$ cat config.mk
export PLATFORM = sky130hd
export DESIGN_NAME = ac3_eac3_header_parser
export DESIGN_NICKNAME = d
export VERILOG_FILES = /design/src/rtl/ac3p_pkg.sv /design/src/rtl/ac3p_decode.sv /design/src/rtl/ac3p_bitrate.sv /design/src/rtl/ac3_eac3_header_parser.sv
export SDC_FILE = /design/constraint.sdc
export NUM_CORES = 1
export LEC_CHECK = 0
export BUFFER_PORTS_ARGS = -buffer_cell sky130_fd_sc_hd__buf_2
export CORE_ASPECT_RATIO = 1.75
export CORE_MARGIN = 10
export CORE_UTILIZATION = 51
export DETAILED_ROUTE_END_ITERATION = 10
export PLACE_DENSITY = 0.69
export SKIP_LAST_GASP = 1
export SLEW_MARGIN = 20
export SYNTH_ARGS = -nofsm -noshare
export SYNTH_HDL_FRONTEND = slang
export SYNTH_SLANG_ARGS = --single-unit
$ cat constraint.sdc
create_clock -name clk -period 12.37 [get_ports clk]
set_input_delay 1.237 -clock clk [delete_from_list [all_inputs] [get_ports clk]]
set_output_delay 1.237 -clock clk [all_outputs]
set_load 0.03 [all_outputs]
$ cat src/rtl/ac3p_pkg.sv
// Shared types, constants and lookup tables of the AC-3 / E-AC-3 header parser.
`default_nettype none
package ac3p_pkg;

  localparam int unsigned InDataW   = 88;
  localparam int unsigned OutDataW  = 56;
  localparam int unsigned OutUserW  = 2;
  localparam int unsigned ProdW     = 28;
  localparam int unsigned QuotW     = 23;
  localparam int unsigned RecipW    = 24;
  localparam int unsigned MulW      = QuotW + RecipW;
  localparam int unsigned RecipShift = 25;

  localparam logic [15:0] SYNC_WORD      = 16'h0B77;
  localparam logic [15:0] MIN_LENGTH     = 16'd9;
  localparam logic [4:0]  BSID_AC3_MAX   = 5'd10;
  localparam logic [4:0]  BSID_MAX       = 5'd16;
  localparam logic [4:0]  BSID_SHIFT_BASE = 5'd8;
  localparam logic [1:0]  FSCOD_48K      = 2'd0;
  localparam logic [1:0]  FSCOD_44K1     = 2'd1;
  localparam logic [1:0]  FSCOD_32K      = 2'd2;
  localparam logic [1:0]  FSCOD_RESERVED = 2'd3;
  localparam logic [5:0]  FRMSIZECOD_MAX = 6'd37;
  localparam logic [1:0]  FTYPE_RESERVED = 2'd3;
  localparam logic [10:0] FRMSIZ_MIN     = 11'd3;
  localparam logic [1:0]  BLOCKS_1       = 2'd0;
  localparam logic [1:0]  BLOCKS_2       = 2'd1;
  localparam logic [1:0]  BLOCKS_3       = 2'd2;
  localparam logic [1:0]  BLOCKS_6       = 2'd3;
  localparam logic [2:0]  ACMOD_1_0      = 3'd1;
  localparam logic [2:0]  ACMOD_2_0      = 3'd2;
  // ceil(2^25 / 3): exact division by three for any quotient input below 2^25.
  localparam logic [RecipW-1:0] RECIP3   = 24'hAAAAAB;

  typedef struct packed {
    logic             accepted;
    logic             enhanced;
    logic             div2;
    logic             div3;
    logic [15:0]      sample_rate;
    logic [QuotW-1:0] bit_rate;
    logic [2:0]       channel_count;
    logic [12:0]      frame_bytes;
  } ac3p_hdr_t;

  function automatic logic [15:0] ac3p_rate(input logic [1:0] code);
    logic [15:0] r;
    case (code)
      FSCOD_48K:  r = 16'd48000;
      FSCOD_44K1: r = 16'd44100;
      FSCOD_32K:  r = 16'd32000;
      default:    r = 16'd0;
    endcase
    return r;
  endfunction

  function automatic logic [9:0] ac3p_kbps(input logic [4:0] idx);
    logic [9:0] k;
    case (idx)
      5'd0:  k = 10'd32;
      5'd1:  k = 10'd40;
      5'd2:  k = 10'd48;
      5'd3:  k = 10'd56;
      5'd4:  k = 10'd64;
      5'd5:  k = 10'd80;
      5'd6:  k = 10'd96;
      5'd7:  k = 10'd112;
      5'd8:  k = 10'd128;
      5'd9:  k = 10'd160;
      5'd10: k = 10'd192;
      5'd11: k = 10'd224;
      5'd12: k = 10'd256;
      5'd13: k = 10'd320;
      5'd14: k = 10'd384;
      5'd15: k = 10'd448;
      5'd16: k = 10'd512;
      5'd17: k = 10'd576;
      5'd18: k = 10'd640;
      default: k = 10'd0;
    endcase
    return k;
  endfunction

  // 16-bit words per frame at 44.1 kHz for the even size codes; odd codes add one.
  function automatic logic [10:0] ac3p_words441(input logic [4:0] idx);
    logic [10:0] w;
    case (idx)
      5'd0:  w = 11'd69;
      5'd1:  w = 11'd87;
      5'd2:  w = 11'd104;
      5'd3:  w = 11'd121;
      5'd4:  w = 11'd139;
      5'd5:  w = 11'd174;
      5'd6:  w = 11'd208;
      5'd7:  w = 11'd243;
      5'd8:  w = 11'd278;
      5'd9:  w = 11'd348;
      5'd10: w = 11'd417;
      5'd11: w = 11'd487;
      5'd12: w = 11'd557;
      5'd13: w = 11'd696;
      5'd14: w = 11'd835;
      5'd15: w = 11'd975;
      5'd16: w = 11'd1114;
      5'd17: w = 11'd1253;
      5'd18: w = 11'd1393;
      default: w = 11'd0;
    endcase
    return w;
  endfunction

  function automatic logic [2:0] ac3p_chan(input logic [2:0] acmod);
    logic [2:0] c;
    case (acmod)
      3'd0:    c = 3'd2;
      3'd1:    c = 3'd1;
      3'd2:    c = 3'd2;
      3'd3:    c = 3'd3;
      3'd4:    c = 3'd3;
      3'd5:    c = 3'd4;
      3'd6:    c = 3'd4;
      3'd7:    c = 3'd5;
      default: c = 3'd0;
    endcase
    return c;
  endfunction

endpackage
`default_nettype wire

$ cat src/rtl/ac3p_decode.sv
// First pipeline stage: field extraction, validity checks and table lookups.
`default_nettype none
module ac3p_decode (
  input  wire logic                           clk,
  input  wire logic                           rst_n,
  input  wire logic                           in_valid,
  output logic                                in_ready,
  input  wire logic [ac3p_pkg::InDataW-1:0]   in_data,
  output logic                                dec_valid,
  input  wire logic                           dec_ready,
  output ac3p_pkg::ac3p_hdr_t                 dec_hdr
);
  import ac3p_pkg::*;

  logic        valid_r, valid_nxt;
  ac3p_hdr_t   hdr_r, hdr_nxt;
  logic        take;

  logic [15:0] len;
  logic [15:0] sync;
  logic [55:0] hb;
  logic [4:0]  bsid;
  logic [1:0]  fscod;
  logic [5:0]  fsc;
  logic [2:0]  acmod;
  logic        lfe;
  logic [9:0]  kbps;
  logic [19:0] bps;
  logic [1:0]  sh;
  logic [1:0]  ftype;
  logic [10:0] frmsiz;
  logic [1:0]  code2;
  logic [15:0] half_rate;
  logic [2:0]  acmod_e;
  logic        lfe_e;
  logic        hdr_ok;

  always_comb begin
    len    = in_data[15:0];
    sync   = in_data[31:16];
    hb     = in_data[87:32];
    bsid   = hb[31:27];
    fscod  = hb[39:38];
    fsc    = hb[37:32];
    acmod  = hb[23:21];
    kbps   = ac3p_kbps(fsc[5:1]);
    bps    = 20'(kbps) * 20'd1000;
    sh     = (bsid > BSID_SHIFT_BASE) ? 2'(bsid - BSID_SHIFT_BASE) : 2'd0;
    ftype  = hb[55:54];
    frmsiz = hb[50:40];
    code2  = hb[37:36];
    acmod_e = hb[35:33];
    lfe_e  = hb[32];
    half_rate = ac3p_rate(code2) >> 1;

    // The LFE flag follows the optional mix-level fields of the AC-3 BSI.
    if (acmod == ACMOD_2_0) begin
      lfe = hb[18];
    end else if (acmod[0] && (acmod != ACMOD_1_0) && acmod[2]) begin
      lfe = hb[16];
    end else if ((acmod[0] && (acmod != ACMOD_1_0)) || acmod[2]) begin
      lfe = hb[18];
    end else begin
      lfe = hb[20];
    end

    hdr_ok  = (len >= MIN_LENGTH) && (sync == SYNC_WORD) && (bsid <= BSID_MAX);
    hdr_nxt = '0;
    if (hdr_ok && (bsid <= BSID_AC3_MAX)) begin
      if ((fscod != FSCOD_RESERVED) && (fsc <= FRMSIZECOD_MAX)) begin
        hdr_nxt.accepted      = 1'b1;
        hdr_nxt.sample_rate   = ac3p_rate(fscod) >> sh;
        hdr_nxt.bit_rate      = QuotW'(bps >> sh);
        hdr_nxt.channel_count = ac3p_chan(acmod) + 3'(lfe);
        case (fscod)
          FSCOD_48K:  hdr_nxt.frame_bytes = 13'(kbps) << 2;
          FSCOD_44K1: hdr_nxt.frame_bytes =
                        13'(ac3p_words441(fsc[5:1]) + 11'(fsc[0])) << 1;
          default:    hdr_nxt.frame_bytes = 13'(kbps) * 13'd6;
        endcase
      end
    end else if (hdr_ok) begin
      if ((ftype != FTYPE_RESERVED) && (frmsiz >= FRMSIZ_MIN) &&
          !((fscod == FSCOD_RESERVED) && (code2 == FSCOD_RESERVED))) begin
        hdr_nxt.accepted      = 1'b1;
        hdr_nxt.enhanced      = 1'b1;
        hdr_nxt.frame_bytes   = (13'(frmsiz) + 13'd1) << 1;
        hdr_nxt.channel_count = ac3p_chan(acmod_e) + 3'(lfe_e);
        if (fscod == FSCOD_RESERVED) begin
          // Half-rate stream: always six blocks per frame.
          hdr_nxt.sample_rate = half_rate;
          hdr_nxt.div2        = 1'b1;
          hdr_nxt.div3        = 1'b1;
        end else begin
          hdr_nxt.sample_rate = ac3p_rate(fscod);
          hdr_nxt.div2        = (code2 == BLOCKS_2) || (code2 == BLOCKS_6);
          hdr_nxt.div3        = (code2 == BLOCKS_3) || (code2 == BLOCKS_6);
        end
      end
    end
  end

  assign in_ready  = !valid_r || dec_ready;
  assign take      = in_valid && in_ready;
  assign valid_nxt = take ? 1'b1 : (valid_r && !dec_ready);

  always_ff @(posedge clk) begin
    if (!rst_n) begin
      valid_r <= 1'b0;
    end else begin
      valid_r <= valid_nxt;
    end
  end

  always_ff @(posedge clk) begin
    if (take) begin
      hdr_r <= hdr_nxt;
    end
  end

  assign dec_valid = valid_r;
  assign dec_hdr   = hdr_r;

endmodule
`default_nettype wire

$ cat src/rtl/ac3p_bitrate.sv
// Second and third pipeline stages: E-AC-3 rate product, block shift and divide by three.
`default_nettype none
module ac3p_bitrate (
  input  wire logic                          clk,
  input  wire logic                          rst_n,
  input  wire logic                          dec_valid,
  output logic                               dec_ready,
  input  wire ac3p_pkg::ac3p_hdr_t           dec_hdr,
  output logic                               br_valid,
  input  wire logic                          br_ready,
  output ac3p_pkg::ac3p_hdr_t                br_hdr,
  output logic [ac3p_pkg::MulW-1:0]          br_mul
);
  import ac3p_pkg::*;

  logic             v2_r, v2_nxt;
  ac3p_hdr_t        h2_r;
  logic [ProdW-1:0] prod2_r;
  logic             v3_r, v3_nxt;
  ac3p_hdr_t        h3_r, h3_nxt;
  logic [MulW-1:0]  mul3_r;
  logic             ready2, ready3, take2, take3;
  logic [ProdW-1:0] prod;
  logic [QuotW-1:0] quot;

  // Frame bytes times sample rate stays below 2^28.
  assign prod = ProdW'(29'(dec_hdr.frame_bytes) * 29'(dec_hdr.sample_rate));

  always_comb begin
    quot = h2_r.div2 ? QuotW'(prod2_r >> 6) : QuotW'(prod2_r >> 5);
    h3_nxt = h2_r;
    if (h2_r.enhanced) begin
      h3_nxt.bit_rate = quot;
    end
  end

  assign ready3    = !v3_r || br_ready;
  assign ready2    = !v2_r || ready3;
  assign take2     = dec_valid && ready2;
  assign take3     = v2_r && ready3;
  assign dec_ready = ready2;
  assign v2_nxt    = take2 ? 1'b1 : (v2_r && !ready3);
  assign v3_nxt    = take3 ? 1'b1 : (v3_r && !br_ready);

  always_ff @(posedge clk) begin
    if (!rst_n) begin
      v2_r <= 1'b0;
      v3_r <= 1'b0;
    end else begin
      v2_r <= v2_nxt;
      v3_r <= v3_nxt;
    end
  end

  always_ff @(posedge clk) begin
    if (take2) begin
      h2_r    <= dec_hdr;
      prod2_r <= prod;
    end
    if (take3) begin
      h3_r   <= h3_nxt;
      mul3_r <= MulW'(quot) * MulW'(RECIP3);
    end
  end

  assign br_valid = v3_r;
  assign br_hdr   = h3_r;
  assign br_mul   = mul3_r;

endmodule
`default_nettype wire

$ cat src/rtl/ac3_eac3_header_parser.sv
// Top level of the AC-3 / E-AC-3 sync-frame header parser with its output register.
// The input channel carries one sync-frame header per request: the buffer length,
// the big-endian sync word and the 56 header bits that follow it, first bit highest.
// The output channel returns exactly one result per request, in order: tuser holds
// the accepted and enhanced flags, tdata the sample rate, bit rate, channel count
// and frame size. A rejected header still yields a result, with every field zero.
// The parser is a four-stage pipeline: field decode and table lookups, the E-AC-3
// frame-size times sample-rate product, the block-count shift with a reciprocal
// multiply for division by three, and the output register that selects the result.
// An accepted request passes the decode, product, shift and output registers in turn;
// throughput is one header per cycle as long as the receiver keeps out_tready high.
// Each stage holds its own valid bit and advances when the next stage is free, so
// while the receiver holds out_tready low the earlier stages keep filling their
// empty slots, and in_tready drops only once all four stages hold a result.
// Nothing is lost or repeated on a stall. The synchronous reset clears the valid
// bits only; there is no other kept state and no setup after reset.
`default_nettype none
module ac3_eac3_header_parser (
  input  wire logic                            clk,
  input  wire logic                            rst_n,
  input  wire logic                            in_tvalid,
  output logic                                 in_tready,
  // header_length [15:0], sync_word [31:16], header_bits [87:32]
  input  wire logic [ac3p_pkg::InDataW-1:0]    in_tdata,
  output logic                                 out_tvalid,
  input  wire logic                            out_tready,
  // sample_rate [15:0], bit_rate [38:16], channel_count [41:39],
  // frame_bytes [54:42], zero [55]
  output logic [ac3p_pkg::OutDataW-1:0]        out_tdata,
  // accepted [0], enhanced [1]
  output logic [ac3p_pkg::OutUserW-1:0]        out_tuser
);
  import ac3p_pkg::*;

  logic            dec_valid, dec_ready;
  ac3p_hdr_t       dec_hdr;
  logic            br_valid, br_ready;
  ac3p_hdr_t       br_hdr;
  logic [MulW-1:0] br_mul;

  logic                out_valid_r, out_valid_nxt;
  logic [OutDataW-1:0] out_data_r, out_data_nxt;
  logic [OutUserW-1:0] out_user_r, out_user_nxt;
  logic [QuotW-1:0]    bit_rate;
  logic                take;

  ac3p_decode u_decode (
    .clk       (clk),
    .rst_n     (rst_n),
    .in_valid  (in_tvalid),
    .in_ready  (in_tready),
    .in_data   (in_tdata),
    .dec_valid (dec_valid),
    .dec_ready (dec_ready),
    .dec_hdr   (dec_hdr)
  );

  ac3p_bitrate u_bitrate (
    .clk       (clk),
    .rst_n     (rst_n),
    .dec_valid (dec_valid),
    .dec_ready (dec_ready),
    .dec_hdr   (dec_hdr),
    .br_valid  (br_valid),
    .br_ready  (br_ready),
    .br_hdr    (br_hdr),
    .br_mul    (br_mul)
  );

  // For three or six blocks the shifted quotient still needs a division by three,
  // which the reciprocal product delivers in its upper bits.
  always_comb begin
    if (br_hdr.enhanced && br_hdr.div3) begin
      bit_rate = QuotW'(br_mul >> RecipShift);
    end else begin
      bit_rate = br_hdr.bit_rate;
    end
    out_data_nxt = {1'b0, br_hdr.frame_bytes, br_hdr.channel_count, bit_rate,
                    br_hdr.sample_rate};
    out_user_nxt = {br_hdr.enhanced, br_hdr.accepted};
  end

  assign br_ready      = !out_valid_r || out_tready;
  assign take          = br_valid && br_ready;
  assign out_valid_nxt = take ? 1'b1 : (out_valid_r && !out_tready);

  always_ff @(posedge clk) begin
    if (!rst_n) begin
      out_valid_r <= 1'b0;
    end else begin
      out_valid_r <= out_valid_nxt;
    end
  end

  always_ff @(posedge clk) begin
    if (take) begin
      out_data_r <= out_data_nxt;
      out_user_r <= out_user_nxt;
    end
  end

  assign out_tvalid = out_valid_r;
  assign out_tdata  = out_data_r;
  assign out_tuser  = out_user_r;

`ifndef NO_ASSERTIONS
  // A rejected header leaves every field zero.
  a_reject_zero: assert property (@(posedge clk) disable iff (!rst_n)
    (out_tvalid && !out_tuser[0]) |-> (out_tdata == '0 && !out_tuser[1]))
    else $error("rejected header with nonzero fields");

  // An accepted header always has a sample rate, a frame size and a channel.
  a_accept_fields: assert property (@(posedge clk) disable iff (!rst_n)
    (out_tvalid && out_tuser[0]) |->
      (out_tdata[15:0] != 16'd0 && out_tdata[54:42] != 13'd0 &&
       out_tdata[41:39] != 3'd0))
    else $error("accepted header with empty fields");

  // Plain AC-3 bit rates never exceed 640 kbit/s.
  a_ac3_rate: assert property (@(posedge clk) disable iff (!rst_n)
    (out_tvalid && out_tuser[0] && !out_tuser[1]) |->
      (out_tdata[38:16] <= 23'd640000))
    else $error("AC-3 bit rate out of range");

  // The divide-by-three path only ever serves E-AC-3 headers.
  a_div3_enh: assert property (@(posedge clk) disable iff (!rst_n)
    (br_valid && br_hdr.div3) |-> br_hdr.enhanced)
    else $error("block divider set on a non-enhanced header");
`endif

endmodule
`default_nettype wire

==> flow_summary.json, run 1 <==
{
  "status": "complete, no violations",
  "dieHeight_um": 318,
  "maxSlewHeadroom_pct": 38.6,
  "clock_skew_ps": 22.7,
  "synth_top_area_share_pct": 30.5,
  "setup_viol": 0,
  "syn_area_um2": 25800,
  "wire_per_inst_um": 19.7,
  "dieArea_um2": 60400,
  "grt_use_total_pct": 20.7,
  "cts.sink_count": 266,
  "syn_avg_cell_area_um2": 11.0,
  "period_needed_ps": 8250,
  "critPathRequiredTime_ps": 12680,
  "cts_max_path_buffers": 3,
  "maxSlewViolCount": 0,
  "rows": 109,
  "finalNonFillerCells": 3128,
  "initial_core_util_pct": 51.3,
  "synth.largest_area_cell": "edfxtp_1",
  "drt-initial-drc-count": 838,
  "cts-root-buf": "clkbuf_16",
  "die_w_um": 190,
  "totalWireLength_mm": 61.8,
  "arrival_ps": 8560,
  "area_growth_pct": 8.51,
  "dp_cells": 3080,
  "end_kind": "register",
  "rsz0062_at_grt": "no",
  "first_pass_iters": 5,
  "antenna_found_initial": 0,
  "vias": 17200,
  "gp_congestion": 0.968,
  "ioPinCount": 152,
  "nFillCells": 4284,
  "ys_seq_area_share_pct": 30.8,
  "ys_top_cells_by_area": "edfxtp_1 (30%), fa_1 (24%), ha_1 (15%)",
  "cts_tree": "done",
  "hold_viol": 0,
  "ys_ff_latch": 266,
  "post-cts-setup-buffers": 0,
  "port_buffers": 125,
  "grt_first_pass_wirelength_mm": 98.8,
  "critical_path_class": "register to register",
  "clock_latency_ps": 570,
  "fin_util_pct": 55.7,
  "max_cap_viol_count": 0,
  "ant_nets": 0,
  "grt_max_degree": 70,
  "antenna_cells": 0,
  "dp.final_hpwl_mm": 50.5,
  "timing.final.crit_share_pct": 66.7,
  "hp-class": "register to register",
  "clock.fmax_ghz": 0.121,
  "pre_cts_slack_ps": 4000,
  "post-route-drc-count": 0,
  "start_kind": "register",
  "synth-edff-count": 262,
  "yosysMostFrequentCell": "inv_1",
  "grt_pass1_vias": 18900,
  "worst_pin_slew_ps": 921,
  "grt.overflow.total": 0,
  "synth_common_cells": "inv_1 (440), ha_1 (318), fa_1 (304)",
  "synth-main-ff-cell": "edfxtp_1",
  "clk_pin_slew_worst_paths_ps": 70,
  "cts_max_level": 1,
  "cts.hold.buffers_added": 0,
  "post_cts_resize_count": 0,
  "syn_inst": 2344,
  "ys_async_sr_fraction_pct": 0,
  "fin_nets": 3156,
  "timing.final.ws_setup_ps": 4120,
  "numCtsBuffers": 26,
  "synth_cell_types": 74,
  "drive_gt1_share_pct": 10.3,
  "ys_warn_count": 0,
  "setup_tns_ps": 0,
  "cp_max_fo": 24,
  "core_area_um2": 50300,
  "vias_per_cell": 5.49
}
-- critical path: stages, from the launching register on --
cell and delay (ps):
edfxtp_1 320, buf_4 310, mux2i_1 610, inv_1 170
ha_1 410, fa_1 680, inv_1 90, fa_1 570
inv_1 120, fa_1 590, inv_1 110, fa_1 400
fa_1 510, inv_1 40, ha_1 270, ha_1 380
a21oi_1 240, o21ai_0 120, a2111oi_0 450, o21ai_0 300
nor3_1 730, o31ai_1 250, a21oi_1 220, xnor2_1 80
-- layout by cell type (no fill, tap or decap), drive strengths merged, types with 8 or more instances in the layout --
cell type  synthesis  layout
nand4             15      15
nor3              23      23
a211oi            22      22
a21o              34      34
o22ai             17      17
mux2i             21      21
nand3             25      25
ha               318     318
o21bai             8       8
buf                8     141
fa               304     304
xnor2             50      50
and3              11      11
inv              440     444
edfxtp           262     262
a21oi             96      96
clkbuf            66      29
clkinv             0      10
mux2              53      53
nor2b             17      17
o21a              13      13
nor2              83      83
a31oi             11      11
xor2              24      24
nand2            168     168
and2              83      83
nor4              13      13
o21ai             46      46
nand2b            13      13
-- metrics by stage --
stage	area, um2	hold WS [ps]
floorplan	25800	400
global placement	27200	402
detailed placement	27200	405
CTS	28000	416
global route	28000	416
finish	28000	414
-- cell families after synthesis --
group / after synthesis / share of synthesized area, %
and+or+nand+nor: 483 / 9.25
adders and majority gates: 622 / 39.0
AOI/OAI and AO/OA: 310 / 7.84
xor gates and xnor gates: 74 / 2.51
muxes: 74 / 3.14
buffers and inverters: 514 / 7.53
other: 1 / 0.0145
DFF: 266 / 30.8
-- per-layer routing --
| layer | vias up | GRT usage [%] | routed length (um) |
|---|---|---|---|
| met1 | 8509 | 20.7 | 21300 |
| li1 | 8010 | - | - |
| met5 | - | 0 | 0 |
| met4 | 0 | 12.7 | 4200 |
| met3 | 165 | 2.25 | 2260 |
| met2 | 481 | 39.6 | 34000 |
-- final timing paths --
check                                          start              endpoint  slack [ps]  cells after the start
worst min-delay path            u_bitrate.br_hdr[45]          out_tdata[6]         410                      0
worst min register to register  u_bitrate.br_hdr[45]          out_tdata[6]         410                      0
worst max register to register    u_bitrate.h2_r[56]  u_bitrate.br_mul[46]        4120                     23
worst max-delay path              u_bitrate.h2_r[56]  u_bitrate.br_mul[46]        4120                     23
-- layout make-up --
class | count | area, um2 | share of cell area (%)
Multi-Input combinational cell | 1567 | 16000 | 57.1
Inverter | 440 | 1650 | 5.89
Tap cell | 666 | 833 | 2.97
Clock buffer | 29 | 662 | 2.36
Clock inverter | 19 | 191 | 0.683
Timing Repair Buffer | 141 | 746 | 2.66
Sequential cell | 266 | 7950 | 28.3
-- registers in the layout, summed over array words and instances (netlist names) --
signal,count
out_tdata,54
u_bitrate.br_hdr,57
out_tuser,2
u_bitrate.br_mul,22
u_bitrate.v2_r,1
u_decode.dec_valid,1
u_bitrate.prod2_r,23
u_decode.dec_hdr,52
out_tvalid,1
u_bitrate.br_valid,1
u_bitrate.h2_r,52
Power of run 1 is left out: the tool's default activity adds up to more than one toggle a clock period on the data nets, which glitch-free logic cannot reach.
==> inputs of run 2 (changes only) <==
==> constraint.sdc (replaced) <==
create_clock -name clk -period 7.6 [get_ports clk]
set_input_delay 0.76 -clock clk [delete_from_list [all_inputs] [get_ports clk]]
set_output_delay 0.76 -clock clk [all_outputs]
set_load 0.03 [all_outputs]
==> run 2 against run 1 <==
Non-clock buffer count is 74 higher. Critical path depth stayed put. Clock skew hardly changed. Global-route usage is 0.27 points higher. Final area is 1.8% higher. First-iteration DRC count is 6.7% lower. Via count is 1.6% higher. Cell count is 2.3% higher.
==> flow_summary.json, run 2 (synthesized netlist as in run 1, its figures left out) <==
{
  "status": "complete, no violations",
  "fin_nets": 3228,
  "regArea_um2": 7950,
  "maxSlewHeadroom_pct": 30.2,
  "grt_max_degree": 70,
  "nFillCells": 4275,
  "hp-class": "register to register",
  "area_growth_pct": 10.5,
  "max_cap_viol_count": 0,
  "hold_viol": 0,
  "worst_pin_slew_ps": 1040,
  "rows": 109,
  "clock_latency_ps": 560,
  "grt_pass1_vias": 19100,
  "fin_util_pct": 56.7,
  "clk_pin_slew_worst_paths_ps": 70,
  "numCtsBuffers": 24,
  "dp.final_hpwl_mm": 51.5,
  "totalWireLength_mm": 62.5,
  "cts.sink_count": 266,
  "top_layer_used": "met4",
  "gp_congestion": 0.944,
  "wire_per_inst_um": 19.5,
  "timing.final.crit_share_pct": 95.1,
  "final_common_cell": "inv_1",
  "place_area_um2": 27700,
  "dieHeight_um": 318,
  "vias": 17400,
  "vias_per_cell": 5.45,
  "cts_max_path_buffers": 3,
  "drt-initial-drc-count": 782,
  "initial_core_util_pct": 51.3,
  "post-route-drc-count": 0,
  "dieArea_um2": 60400,
  "dr_wl_met2_mm": 34.4,
  "end_kind": "register",
  "grt_first_pass_wirelength_mm": 100,
  "cp_max_fo": 24,
  "cts_max_level": 1,
  "ioPinCount": 152,
  "ant_nets": 0,
  "start_kind": "register",
  "fin_area_um2": 28500,
  "timing.final.ws_setup_ps": 371,
  "largest_reg_flops": 57,
  "final_cell_mix": "inv_1 (440), ha_1 (318), fa_1 (303)",
  "first_pass_iters": 5,
  "cts-root-buf": "clkbuf_16",
  "setup_viol": 0,
  "critPathRequiredTime_ps": 7900,
  "pre_cts_slack_ps": 86.8,
  "clock.fmax_ghz": 0.138,
  "clock_skew_ps": 22.7,
  "wl_met1_mm": 21.6,
  "maxSlewViolCount": 0,
  "grt.overflow.total": 0,
  "dr_wl_met3_mm": 2.31,
  "grt_use_total_pct": 21.0,
  "period_needed_ps": 7230,
  "port_buffers": 125,
  "antenna_found_initial": 0,
  "critical_path_class": "register to register",
  "core_area_um2": 50300,
  "die_w_um": 190,
  "cts_tree": "done",
  "arrival_ps": 7530,
  "multi_input_area_um2": 16000,
  "rrSetupSlack_ps": 370,
  "drive_gt1_share_pct": 12.9,
  "setup_tns_ps": 0,
  "rsz0062_at_grt": "no"
}
[run 2: cell types whose count changed in the layout (fill, tap and decap cells not counted), sizes merged]
| cell | delta |
|---|---|
| diode | +1 |
| buf | +74 |
| inv | -2 |
| clkinv | -2 |
[run 2: metrics by stage]
step                      hold slack (ps)  cells
final                                 414   3199
after global routing                  423   3198
after CTS                             403   3198
after detailed placement              405   3154
after global placement                402   3154
after floorplan                       400   2347
[run 2: cell type report]
class / instances / area share [%]
Antenna cell: 1 / 0.00877
Clock buffer: 29 / 2.24
Clock inverter: 15 / 0.513
Inverter: 440 / 5.79
Multi-Input combinational cell: 1567 / 56.1
Sequential cell: 266 / 27.8
Tap cell: 666 / 2.92
Timing Repair Buffer: 215 / 4.60
[run 2: repair_timing]
action / CTS / global route
endpoints found under the setup margin: 0 / 3
resized for setup: 0 / 4
hold buffers: 0 / 0
buffers inserted: 0 / 0
[run 2: critical path, stage by stage (launching register included)]
cell,delay (ps)
edfxtp_1,390
buf_12,190
mux2_2,370
ha_1,380
fa_1,550
fa_2,660
inv_1,80
fa_1,480
inv_1,60
fa_1,550
inv_1,60
fa_1,500
fa_1,550
inv_1,50
ha_1,280
o21ai_0,90
a211o_1,300
nand2b_1,190
a2111oi_2,410
nor3_1,110
buf_4,170
o31ai_2,280
a21oi_1,120
xnor2_1,130
[run 2: worst paths after layout]
| path | cells after the start | to | startpoint |
|---|---|---|---|
| max | 23 | u_bitrate.br_mul[46] | u_bitrate.h2_r[56] |
| min | 0 | out_tdata[44] | u_bitrate.br_hdr[2] |
| max reg2reg | 23 | u_bitrate.br_mul[46] | u_bitrate.h2_r[56] |
| min reg2reg | 0 | out_tdata[44] | u_bitrate.br_hdr[2] |
[run 2: routing by layer]
metal	track usage, %	up-vias
met3	2.04	172
li1	-	8170
met2	39.8	517
met4	12.6	0
met5	0	-
met1	21.4	8577
Power of run 2 is left out for the same reason.
